[src/hw/rtl/brm_pkg.sv]
// brm_pkg: shared constants, widths and the controller-to-datapath command
// struct for the block rms meter; used by every other file of the block
`timescale 1ns / 1ps

package brm_pkg;

    // fixed field widths of the ports
    localparam int SAMPLE_W = 16;
    localparam int RMS_W    = 16;

    // sizing constants
    localparam int MAX_SAMPLES = 65536;
    localparam int SAMPLE_BITS = 16;

    // square of a full-scale sample needs 2*(bits-1)+1 bits (max 2^(2*bits-2))
    localparam int SQ_W   = 2 * (SAMPLE_BITS - 1) + 1;
    localparam int CNT_W  = $clog2(MAX_SAMPLES + 1);
    localparam int SUM_W  = SQ_W + CNT_W - 1;
    // mean square never exceeds the largest square; kept even for the root
    localparam int MEAN_W = SQ_W + 1;
    localparam int ROOT_STEPS = MEAN_W / 2;
    localparam int DIV_STEPS  = SUM_W;
    localparam int STEP_W = $clog2(DIV_STEPS + 1);

    typedef struct packed {
        logic acc_en;     // accumulate the accepted word
        logic div_load;   // move sum and count into the divider, clear accumulators
        logic div_step;   // one restoring divide step
        logic sqrt_load;  // move the quotient into the root unit
        logic sqrt_step;  // one root step
        logic out_load;   // capture the result into the output register
    } brm_cmd_t;

endpackage

[src/hw/rtl/brm_in_if.sv]
// brm_in_if: input channel of the block rms meter (valid/ready, sample word)
// depends on brm_pkg for the sample width
`timescale 1ns / 1ps

interface brm_in_if;
    logic                                 valid;
    logic                                 ready;
    logic signed [brm_pkg::SAMPLE_W-1:0]  sample;
    logic                                 block_end;

    modport source (output valid, output sample, output block_end, input ready);
    modport sink (input valid, input sample, input block_end, output ready);
endinterface

[src/hw/rtl/brm_out_if.sv]
// brm_out_if: result channel of the block rms meter (valid/ready, level word)
// depends on brm_pkg for the level width
`timescale 1ns / 1ps

interface brm_out_if;
    logic                         valid;
    logic                         ready;
    logic [brm_pkg::RMS_W-1:0]    rms_level;
    logic                         overflow;

    modport source (output valid, output rms_level, output overflow, input ready);
    modport sink (input valid, input rms_level, input overflow, output ready);
endinterface

[src/hw/rtl/block_rms_meter.sv]
// block_rms_meter: top level of the block rms level meter; joins the
// controller brm_ctrl and the datapath brm_datapath; depends on brm_pkg and the channel interfaces
`timescale 1ns / 1ps

// Block RMS level meter. Signed Q1.15 samples of any channel arrive on the
// samples channel, one word per cycle; each is squared and added to a running
// sum while a counter tracks the block length. The word with block_end set is
// the last of the block: it is accumulated too, then the sum is divided by the
// count (floor) in a one-bit-per-cycle restoring divider and the floor square
// root of that mean is found two bits per cycle. The result word carries the
// unsigned Q1.15 level (0 to 32768) and an overflow flag. Throughput is one
// sample per cycle inside a block; after a block_end word the input stalls
// through load, divide, load, root and hand-off, and longer only if the
// previous result word is still waiting on the levels channel. A block longer
// than 65536 samples keeps the first 65536, drops the rest and reports
// overflow; the marking word still closes the block.
module block_rms_meter
(
    input  logic      clk,
    input  logic      rst_n,
    brm_in_if.sink    samples,
    brm_out_if.source levels
);

    brm_pkg::brm_cmd_t cmd;
    logic              in_fire;
    logic              out_fire;
    logic              in_ready;
    logic              out_valid;

    assign in_fire  = samples.valid && in_ready;
    assign out_fire = out_valid && levels.ready;

    assign samples.ready = in_ready;
    assign levels.valid  = out_valid;

    // sequencer
    brm_ctrl u_ctrl
    (
        .clk       (clk),
        .rst_n     (rst_n),
        .in_fire   (in_fire),
        .in_last   (samples.block_end),
        .out_fire  (out_fire),
        .in_ready  (in_ready),
        .out_valid (out_valid),
        .cmd       (cmd)
    );

    // accumulate, divide, root and result register
    brm_datapath u_datapath
    (
        .clk       (clk),
        .rst_n     (rst_n),
        .cmd       (cmd),
        .sample    (samples.sample),
        .rms_level (levels.rms_level),
        .overflow  (levels.overflow)
    );

`ifndef SYNTH
    // a closing word stops intake while the result is computed
    assert property (@(posedge clk) disable iff (!rst_n)
        in_fire && samples.block_end |=> !samples.ready)
        else $error("input still ready after block end word");

    // the level never exceeds full scale
    assert property (@(posedge clk) disable iff (!rst_n)
        levels.valid |-> (levels.rms_level <= 16'h8000))
        else $error("rms level above full scale");

    // the controller issues at most one datapath command per cycle
    assert property (@(posedge clk) disable iff (!rst_n)
        $onehot0({cmd.acc_en, cmd.div_load, cmd.div_step, cmd.sqrt_load,
                  cmd.sqrt_step, cmd.out_load}))
        else $error("overlapping datapath commands");
`endif

endmodule

[src/hw/rtl/brm_ctrl.sv]
// brm_ctrl: sequencer for the block rms meter; runs accumulate, divide,
// square root and result hand-off; depends on brm_pkg
`timescale 1ns / 1ps

module brm_ctrl
(
    input  logic              clk,
    input  logic              rst_n,
    input  logic              in_fire,
    input  logic              in_last,
    input  logic              out_fire,
    output logic              in_ready,
    output logic              out_valid,
    output brm_pkg::brm_cmd_t cmd
);

    localparam logic [2:0] ST_ACC  = 3'd0;
    localparam logic [2:0] ST_LOAD = 3'd1;
    localparam logic [2:0] ST_DIV  = 3'd2;
    localparam logic [2:0] ST_SQL  = 3'd3;
    localparam logic [2:0] ST_SQRT = 3'd4;
    localparam logic [2:0] ST_FIN  = 3'd5;

    logic [2:0]                  state_reg;
    logic [2:0]                  state_next;
    logic [brm_pkg::STEP_W-1:0]  step_reg;
    logic [brm_pkg::STEP_W-1:0]  step_next;
    logic                        out_valid_reg;
    logic                        out_valid_next;

    always_comb
    begin
        state_next     = state_reg;
        step_next      = step_reg;
        cmd            = '0;
        in_ready       = 1'b0;
        out_valid_next = out_valid_reg && !out_fire;
        case (state_reg)
            ST_ACC:
            begin
                in_ready   = 1'b1;
                cmd.acc_en = in_fire;
                if (in_fire && in_last)
                begin
                    state_next = ST_LOAD;
                end
            end
            ST_LOAD:
            begin
                cmd.div_load = 1'b1;
                step_next    = '0;
                state_next   = ST_DIV;
            end
            ST_DIV:
            begin
                cmd.div_step = 1'b1;
                if (step_reg == brm_pkg::STEP_W'(brm_pkg::DIV_STEPS - 1))
                begin
                    step_next  = '0;
                    state_next = ST_SQL;
                end
                else
                begin
                    step_next = step_reg + 1'b1;
                end
            end
            ST_SQL:
            begin
                cmd.sqrt_load = 1'b1;
                step_next     = '0;
                state_next    = ST_SQRT;
            end
            ST_SQRT:
            begin
                cmd.sqrt_step = 1'b1;
                if (step_reg == brm_pkg::STEP_W'(brm_pkg::ROOT_STEPS - 1))
                begin
                    step_next  = '0;
                    state_next = ST_FIN;
                end
                else
                begin
                    step_next = step_reg + 1'b1;
                end
            end
            ST_FIN:
            begin
                // wait until the previous result word has left
                if (!out_valid_reg || out_fire)
                begin
                    cmd.out_load   = 1'b1;
                    out_valid_next = 1'b1;
                    state_next     = ST_ACC;
                end
            end
            default:
            begin
                state_next = ST_ACC;
            end
        endcase
    end

    always_ff @(posedge clk or negedge rst_n)
    begin
        if (!rst_n)
        begin
            state_reg     <= ST_ACC;
            step_reg      <= '0;
            out_valid_reg <= 1'b0;
        end
        else
        begin
            state_reg     <= state_next;
            step_reg      <= step_next;
            out_valid_reg <= out_valid_next;
        end
    end

    assign out_valid = out_valid_reg;

endmodule

[src/hw/rtl/brm_datapath.sv]
// brm_datapath: square accumulator, bit-serial restoring divider, bit-pair
// square root and result register; driven by brm_ctrl, depends on brm_pkg
`timescale 1ns / 1ps

module brm_datapath
(
    input  logic                          clk,
    input  logic                          rst_n,
    input  brm_pkg::brm_cmd_t             cmd,
    input  logic [brm_pkg::SAMPLE_W-1:0]  sample,
    output logic [brm_pkg::RMS_W-1:0]     rms_level,
    output logic                          overflow
);

    localparam int SB = brm_pkg::SAMPLE_BITS;
    localparam int MW = brm_pkg::MEAN_W;

    // accumulators
    logic [brm_pkg::SUM_W-1:0]  sum_reg;
    logic [brm_pkg::CNT_W-1:0]  cnt_reg;
    logic                       ovf_reg;

    // divider
    logic [brm_pkg::SUM_W-1:0]  dvd_reg;
    logic [brm_pkg::CNT_W-1:0]  rem_reg;
    logic [brm_pkg::CNT_W-1:0]  dsr_reg;
    logic                       ovf_hold_reg;

    // root unit
    logic [MW-1:0]              val_reg;
    logic [MW-1:0]              root_reg;
    logic [MW-1:0]              rbit_reg;

    // output word
    logic [brm_pkg::RMS_W-1:0]  rms_reg;
    logic                       ovf_out_reg;

    logic [SB-1:0]              raw;
    logic [SB-1:0]              mag;
    logic [2*SB-1:0]            sq_full;
    logic [brm_pkg::SQ_W-1:0]   sq;
    logic                       cnt_full;
    logic [brm_pkg::CNT_W:0]    trial;
    logic                       trial_ge;
    logic [brm_pkg::CNT_W:0]    trial_sub;
    logic [MW:0]                rtry;
    logic                       rtry_ge;
    logic [MW-1:0]              mean;

    // magnitude of the sample; the most negative code maps to 2^(bits-1)
    assign raw      = sample[SB-1:0];
    assign mag      = raw[SB-1] ? (~raw + 1'b1) : raw;
    assign sq_full  = mag * mag;
    assign sq       = sq_full[brm_pkg::SQ_W-1:0];
    assign cnt_full = (cnt_reg >= brm_pkg::CNT_W'(brm_pkg::MAX_SAMPLES));

    // restoring divide step: shift in the next dividend bit
    assign trial     = {rem_reg, dvd_reg[brm_pkg::SUM_W-1]};
    assign trial_ge  = (trial >= {1'b0, dsr_reg});
    assign trial_sub = trial - {1'b0, dsr_reg};

    // root step
    assign rtry    = {1'b0, root_reg} + {1'b0, rbit_reg};
    assign rtry_ge = ({1'b0, val_reg} >= rtry);

    // empty count gives a zero mean
    assign mean = (dsr_reg == '0) ? '0 : dvd_reg[MW-1:0];

    always_ff @(posedge clk or negedge rst_n)
    begin
        if (!rst_n)
        begin
            sum_reg <= '0;
            cnt_reg <= '0;
            ovf_reg <= 1'b0;
        end
        else if (cmd.div_load)
        begin
            sum_reg <= '0;
            cnt_reg <= '0;
            ovf_reg <= 1'b0;
        end
        else if (cmd.acc_en)
        begin
            if (!cnt_full)
            begin
                sum_reg <= sum_reg + brm_pkg::SUM_W'(sq);
                cnt_reg <= cnt_reg + 1'b1;
            end
            else
            begin
                ovf_reg <= 1'b1;
            end
        end
    end

    always_ff @(posedge clk)
    begin
        if (cmd.div_load)
        begin
            dvd_reg      <= sum_reg;
            rem_reg      <= '0;
            dsr_reg      <= cnt_reg;
            ovf_hold_reg <= ovf_reg;
        end
        else if (cmd.div_step)
        begin
            if (trial_ge)
            begin
                rem_reg <= trial_sub[brm_pkg::CNT_W-1:0];
            end
            else
            begin
                rem_reg <= trial[brm_pkg::CNT_W-1:0];
            end
            dvd_reg <= {dvd_reg[brm_pkg::SUM_W-2:0], trial_ge};
        end

        if (cmd.sqrt_load)
        begin
            val_reg  <= mean;
            root_reg <= '0;
            rbit_reg <= MW'(1) << (MW - 2);
        end
        else if (cmd.sqrt_step)
        begin
            if (rtry_ge)
            begin
                val_reg  <= val_reg - rtry[MW-1:0];
                root_reg <= (root_reg >> 1) + rbit_reg;
            end
            else
            begin
                root_reg <= root_reg >> 1;
            end
            rbit_reg <= rbit_reg >> 2;
        end

        if (cmd.out_load)
        begin
            rms_reg     <= root_reg[brm_pkg::RMS_W-1:0];
            ovf_out_reg <= ovf_hold_reg;
        end
    end

    assign rms_level = rms_reg;
    assign overflow  = ovf_out_reg;

endmodule
[src/flat_wrapper.sv]
// flat-port wrapper written by rule: the top's interface ports become plain ports
module block_rms_meter_flat 
  (clk, rst_n, samples_valid, samples_sample, samples_block_end, samples_ready, levels_valid, levels_rms_level, levels_overflow, levels_ready);
  brm_in_if samples_i ();
  brm_out_if levels_i ();
  input  logic clk;
  input  logic rst_n;
  input wire logic [$bits(samples_i.valid)-1:0] samples_valid;
  input wire logic [$bits(samples_i.sample)-1:0] samples_sample;
  input wire logic [$bits(samples_i.block_end)-1:0] samples_block_end;
  output wire logic [$bits(samples_i.ready)-1:0] samples_ready;
  output wire logic [$bits(levels_i.valid)-1:0] levels_valid;
  output wire logic [$bits(levels_i.rms_level)-1:0] levels_rms_level;
  output wire logic [$bits(levels_i.overflow)-1:0] levels_overflow;
  input wire logic [$bits(levels_i.ready)-1:0] levels_ready;
  assign samples_i.valid = samples_valid;
  assign samples_i.sample = samples_sample;
  assign samples_i.block_end = samples_block_end;
  assign samples_ready = samples_i.ready;
  assign levels_valid = levels_i.valid;
  assign levels_rms_level = levels_i.rms_level;
  assign levels_overflow = levels_i.overflow;
  assign levels_i.ready = levels_ready;
  block_rms_meter u_core (.clk(clk), .rst_n(rst_n), .samples(samples_i), .levels(levels_i));
endmodule
[config.mk]
export PLATFORM = sky130hd
export DESIGN_NAME = block_rms_meter_flat
export DESIGN_NICKNAME = d
export VERILOG_FILES = /design/src/hw/rtl/brm_pkg.sv /design/src/hw/rtl/brm_in_if.sv /design/src/hw/rtl/brm_out_if.sv /design/src/hw/rtl/block_rms_meter.sv /design/src/hw/rtl/brm_ctrl.sv /design/src/hw/rtl/brm_datapath.sv /design/src/flat_wrapper.sv
export SDC_FILE = /design/constraint.sdc
export NUM_CORES = 1
export LEC_CHECK = 0
export ABC_AREA = 1
export BUFFER_PORTS_ARGS = -buffer_cell sky130_fd_sc_hd__buf_2
export CAP_MARGIN = 5
export CELL_PAD_IN_SITES_DETAIL_PLACEMENT = 0
export CELL_PAD_IN_SITES_GLOBAL_PLACEMENT = 1
export CORE_ASPECT_RATIO = 1.2
export CORE_MARGIN = 2
export CORE_UTILIZATION = 30
export DETAILED_ROUTE_END_ITERATION = 8
export HOLD_SLACK_MARGIN = 0.15
export PLACE_DENSITY = 0.57
export SYNTH_ARGS = -nofsm -noshare
export SYNTH_HDL_FRONTEND = slang
export SYNTH_SLANG_ARGS = --single-unit
[constraint.sdc]
create_clock -name clk -period 5.8 [get_ports clk]
set_input_delay 1.16 -clock clk [delete_from_list [all_inputs] [get_ports clk]]
set_output_delay 1.16 -clock clk [all_outputs]
set_load 0.05 [all_outputs]
-- Yosys cells after proc, flatten, opt, wreduce, memory -nomap -nowiden
Index checks and enable logic that the tools add are counted.
- bits in registers: 254
- bits of input ports: 21
- output and inout bits: 19
- word-level logic and storage cells: 96
- $add $sub $neg: 8
- multipliers: 1
- $lt $le $gt $ge: 3
- equal/unequal tests: 12
- multiplexer cells: 36
- bitwise operators: 1
- reduce and logical (&&, ||, !) cells: 20
- operator list (operator ; count):
    $mux 47 ; 5
    $mux 32 ; 5
    $mux 17 ; 4
    $add 47x31->47 ; 1
    $add 32x31->33 ; 1
    $ge 32x33->1 ; 1
    $add 31x31->32 ; 1
    $sub 32x32->32 ; 1
    $mul 16x16->31 ; 1
    $ge 18x17->1 ; 1
    $pmux 3 s6 ; 1
    $pmux 6 s3 ; 1
    $add 17x1->17 const B ; 1
    $ge 17x17->1 const B ; 1
    $logic_not 17->1 ; 1
    $sub 17x17->17 ; 1
    $add 16x1->16 const B ; 1
    $mux 16 ; 1
    $not 16->16 ; 1
    $mux 1 ; 13
    $mux 3 ; 4
    $mux 6 ; 2
    $reduce_bool 2->1 ; 5
    $ne 2x2->1 const B ; 4
    other kinds (15) ; 23

-- Longest topological paths before layout
- depth in word-level cells: 8
- gate-level depth with buffers: 49
- mapped depth without buffers: 47

-- Modules after synthesis
Synthesis repeated with hierarchy kept, for this count alone.
- cells, all modules: 3639
- area total of the unflattened synthesis: 26121.3 µm²
- by module, submodules not included (module ; instances ; cells an instance ; area each (µm²)):
    brm_datapath ; 1 ; 3526 ; 25400.6
    brm_ctrl ; 1 ; 109 ; 705.7
    block_rms_meter ; 1 ; 4 ; 15.0

-- Worst setup path after synthesis
Ideal clock, no wire load.
- kind: input to register
- start: in samples_sample[0]
- end: reg u_core.u_datapath.sum_reg[46] in the netlist's numbering
- library setup time: 0.119 ns
- arrival: 8.724 ns
- data required time: 5.681 ns
- setup slack: -3.044 ns
- stages on the path: 46
- buffers on the path: 2
- cells stage by stage: inv_2 -> clkbuf_1 -> ha_1 -> inv_1 -> nor3_2 -> nand3_1 -> nand2_1 -> xor2_2 -> inv_1 -> clkbuf_1 -> nor2_1 -> inv_1 -> fa_1 -> inv_1 -> ha_1 -> inv_1 -> fa_1 -> inv_1 -> [... 10 more ...] -> o21ai_0 -> nand2_1 -> nand3_1 -> xor2_1 -> ha_1 -> nand2_1 -> nor2_1 -> inv_1 -> nor2_1 -> inv_1 -> nor3_1 -> nand2_1 -> nand2_1 -> nand2_1 -> nand2_1 -> nand3_1 -> nand2_1 -> nor2_1
- word-level cells in the longest chain between the ends: 8
- RTL lines (what ; line ; RTL):
    from (decl) ; flat_wrapper.sv:9 ; input wire logic [$bits(samples_i.sample)-1:0] samples_sample;
    $not 16->16 ; brm_datapath.sv:52 ; assign mag = raw[SB-1] ? (~raw + 1'b1) : raw;
    $add 16x1->16 ; brm_datapath.sv:52 ;
    $mux 16 (*) ; brm_datapath.sv:52 ;
    $mul 16x16->31 (*) ; brm_datapath.sv:53 ; assign sq_full = mag * mag;
    $add 47x31->47 (*) ; brm_datapath.sv:87 ; sum_reg <= sum_reg + brm_pkg::SUM_W'(sq);
    $mux 47 (*) ; brm_datapath.sv:85 ; if (!cnt_full)
    $mux 47 (*) ; brm_datapath.sv:83 ; else if (cmd.acc_en)
    $mux 47 (*) ; brm_datapath.sv:77 ; else if (cmd.div_load)
    to (signal assigned) ; brm_datapath.sv:87 ;
    to (decl) ; brm_datapath.sv:19 ; logic [brm_pkg::SUM_W-1:0] sum_reg;
Mark *: on every way between the ends. The rest lies on a longest branch, timed or not. The select of a mux whose other input is x is not followed.
A chain may end at the register's enable or synchronous reset.

-- Worst setup path after layout
- start: in samples_sample[3]
- end: reg u_core.u_datapath.sum_reg[28] in the netlist's numbering
The elaborated chain is that of the path after synthesis.

==> flow_summary.yaml <==
timing:
  min_period_ps: 8090
  hold_violations: 0
  setup_violations: 40
  drv_slew: 0
  fin_ws_ps: -2290
  slew-limit-headroom_pct: 23.4
  post-route-period-util_pct: 140
  grt_setup_unrepaired: "yes"
  fmax_ghz: 0.124
  setup_tns_ps: -77980
  fin_skew_ps: 45.2
  worst_slew_pin_slew_ps: 1150
worst_hold_path:
  worstHoldStart: "u_core.u_datapath.ovf_reg$_DFFE_PN0P_"
  min_path_type: "register to register"
  hold_path_depth: 0
  whs_endpoint: "u_core.u_datapath.ovf_hold_reg$_DFFE_PP_"
logic_synthesis:
  synth_fa_ha_area_share_pct: 23.5
  synth_cells: 3492
  synth_compound_area_share_pct: 12.6
  synth-seq-area-share_pct: 25.8
  synth_xor_area_share_pct: 4.14
  netlist-cell-type-count: 55
  synth_warnings: 0
  synth-simple-area-share_pct: 23.7
  synth_top_family_by_area: "simple AND/OR/NAND/NOR gates"
  ys_seq_elements: 254
  synth.mux.area_fraction_pct: 0
  syn_area_mm2: 0.0256
  avgSynthCellArea_um2: 7.33
worst_setup_path:
  rrSetupSlack_ps: 810
  cp_data_required_time_ps: 6320
  reg2reg_depth: 28
  critPathLaunchType: "input pin"
  worst_path_most_repeated_cell: "fa_1"
  arrival_ps: 8610
  crit_fanout: 4
  cpMaxStageDelayCell: "fa_2"
  critPathMaxStageDelay_ps: 570
  crit_path_end_kind: "register"
  timing.rr.start: "u_core.u_datapath.root_reg[0]$_SDFFE_PP0P_"
  crit_type: "input pin to register"
  rr_endpoint: "u_core.u_datapath.val_reg[14]$_DFFE_PP_"
placement:
  dp_hpwl_um: 68600
  portBuffers: 39
  post_dp_cell_area_mm2: 0.0302
  pre_cts_slack_ps: -3440
  gp_congestion: 0.849
clock_network:
  clk_latency_ps: 580
  cts_root_buf: "clkbuf_16"
  htree_levels: 2
  cts_tree: "built"
  clockBufferDepth: 3
  ctsHoldBuffers: 0
  clk_pin_slew_ps: 60
  clock_sinks: 254
  cts_made_buffers: 34
route:
  wl_per_cell_um: 16.6
  antenna_left: 0
  finalWirelength_um: 84800
  vias_per_cell: 4.65
  drtIter0Drc: 952
  vias: 23700
  drcViolationCount: 0
  first_pass_iters: 5
finish:
  layout-drive-gt1-share_pct: 26.4
  finalInstanceArea_mm2: 0.0346
  area_growth_pct: 35.0
  fill_cells: 8851
  final_nets: 4352
die:
  initial_core_util_pct: 30.2
  die_h_um: 324
  dieArea_mm2: 0.0877
  fp.dieW_um: 271
  pin_count: 40
  rows: 117
  core_area_mm2: 0.0848
grt:
  grt-ovfl-total: 0
  grt.total_usage_pct: 19.3
  grt_max_degree: 93
  antenna_found_initial: 0
  grt_pass1_wl_um: 134000
  grt_pass1_vias: 24800
status:
  violations: "setup timing"
  status: "complete, but fails checks"
job:
  max-cap-violations: 0
[routing by layer]
| layer | part of all wire [%] | vias up | global-route usage [%] |
|---|---|---|---|
| li1 | - | 12200 | - |
| met1 | 42 | 11200 | 22.5 |
| met2 | 53 | 237 | 37.4 |
| met3 | 1.8 | 108 | 1.68 |
| met4 | 3.0 | 0 | 5.61 |
| met5 | 0 | - | 0 |
[cell families after synthesis]
family	after synthesis
adder cells (fa/ha/maj)	380
XOR/XNOR	120
other	2
AND/OR/NAND/NOR	1451
buffers and inverters	691
flip-flops	254
AO/OA/AOI/OAI	594
[synthesized netlist by cell type, drive strengths merged]
master	n	area, um2
o21bai	22	165
o21ai	253	1270
nand3b	9	67.6
buf	22	114
conb	2	7.51
nand4	38	238
o22ai	25	156
inv	614	2300
a21oi	228	1140
o41ai	1	8.76
nand2	797	3000
clkbuf	48	180
dfrtp	75	1880
fa	167	3340
o2111ai	1	8.76
ha	213	2670
a21o	15	113
o211ai	12	90.1
o21a	5	37.5
nor2	319	1240
a31o	1	8.76
a32o	1	10.0
a22o	2	17.5
nor3	48	268
and3	1	6.26
nand3	208	1040
dfxtp	65	1300
a211oi	3	22.5
clkinv	7	26.3
a22oi	1	7.51
nor3b	1	7.51
or2	13	81.3
xnor2	44	385
nor4	17	113
a221oi	2	17.5
edfxtp	114	3420
xor2	76	673
a31oi	10	62.6
o31ai	6	45.0
a21boi	6	45.0
[placed cells by master, fill, tap and decap left out, drive strengths merged, types with 38 or more instances in the layout]
master	instances
nand2	797
inv	617
buf	484
nor2	319
o21ai	253
a21oi	228
ha	213
nand3	208
fa	167
edfxtp	114
xor2	76
dfrtp	75
dfxtp	65
nor3	48
xnor2	44
clkbuf	41
nand4	38
[critical path, delay by kind of cell]
family	cells	cell delay [ps]
xor gates and xnor gates	2	370
AOI/OAI and AO/OA	7	780
adders and majority gates	8	3620
and+or+nand+nor	13	1560
buffers and inverters	11	1090
[timing repair]
item / in CTS / in global routing
endpoints found under the setup margin: 41 / 40
resized for setup: 427 / 245
buffers inserted: 49 / 39
pin swaps: 156 / 149
cloned: 0 / 0
[how the worst max path moves through the flow]
stage	end	start
2_1_floorplan	u_core.u_datapath.sum_reg[38]$_DFFE_PN0P_	samples_sample[0]
3_3_place_gp	u_core.u_datapath.sum_reg[37]$_DFFE_PN0P_	samples_sample[1]
3_5_place_dp	u_core.u_datapath.sum_reg[45]$_DFFE_PN0P_	samples_sample[1]
4_1_cts	u_core.u_datapath.sum_reg[35]$_DFFE_PN0P_	samples_sample[2]
5_1_grt	u_core.u_datapath.sum_reg[42]$_DFFE_PN0P_	samples_sample[3]
6_report	u_core.u_datapath.sum_reg[28]$_DFFE_PN0P_	samples_sample[3]
[area by class of cell]
| class | count | area, um2 | share of cell area [%] |
|---|---|---|---|
| antenna | 1 | 2.50 | 0.00724 |
| inverter | 621 | 2390 | 6.90 |
| multi-input combinational | 2556 | 19100 | 55.2 |
| timing repair buffer | 484 | 3880 | 11.2 |
| sequential | 254 | 6600 | 19.1 |
| clock inverter | 21 | 302 | 0.872 |
| tap | 1130 | 1410 | 4.09 |
| clock buffer | 41 | 908 | 2.63 |
[metrics by stage]
stage | util (%) | std cells | hold WS, ps
after floorplan | - | 3501 | 400
after global placement | 35.6 | 4965 | 430
after detailed placement | 35.6 | 4965 | 432
after CTS | 39.3 | 5073 | 448
after global routing | 40.8 | 5107 | 470
final | 40.8 | 5108 | 452
Power is not shown: default switching activity piles up to over one toggle a cycle in this logic, so the estimate is an artifact.
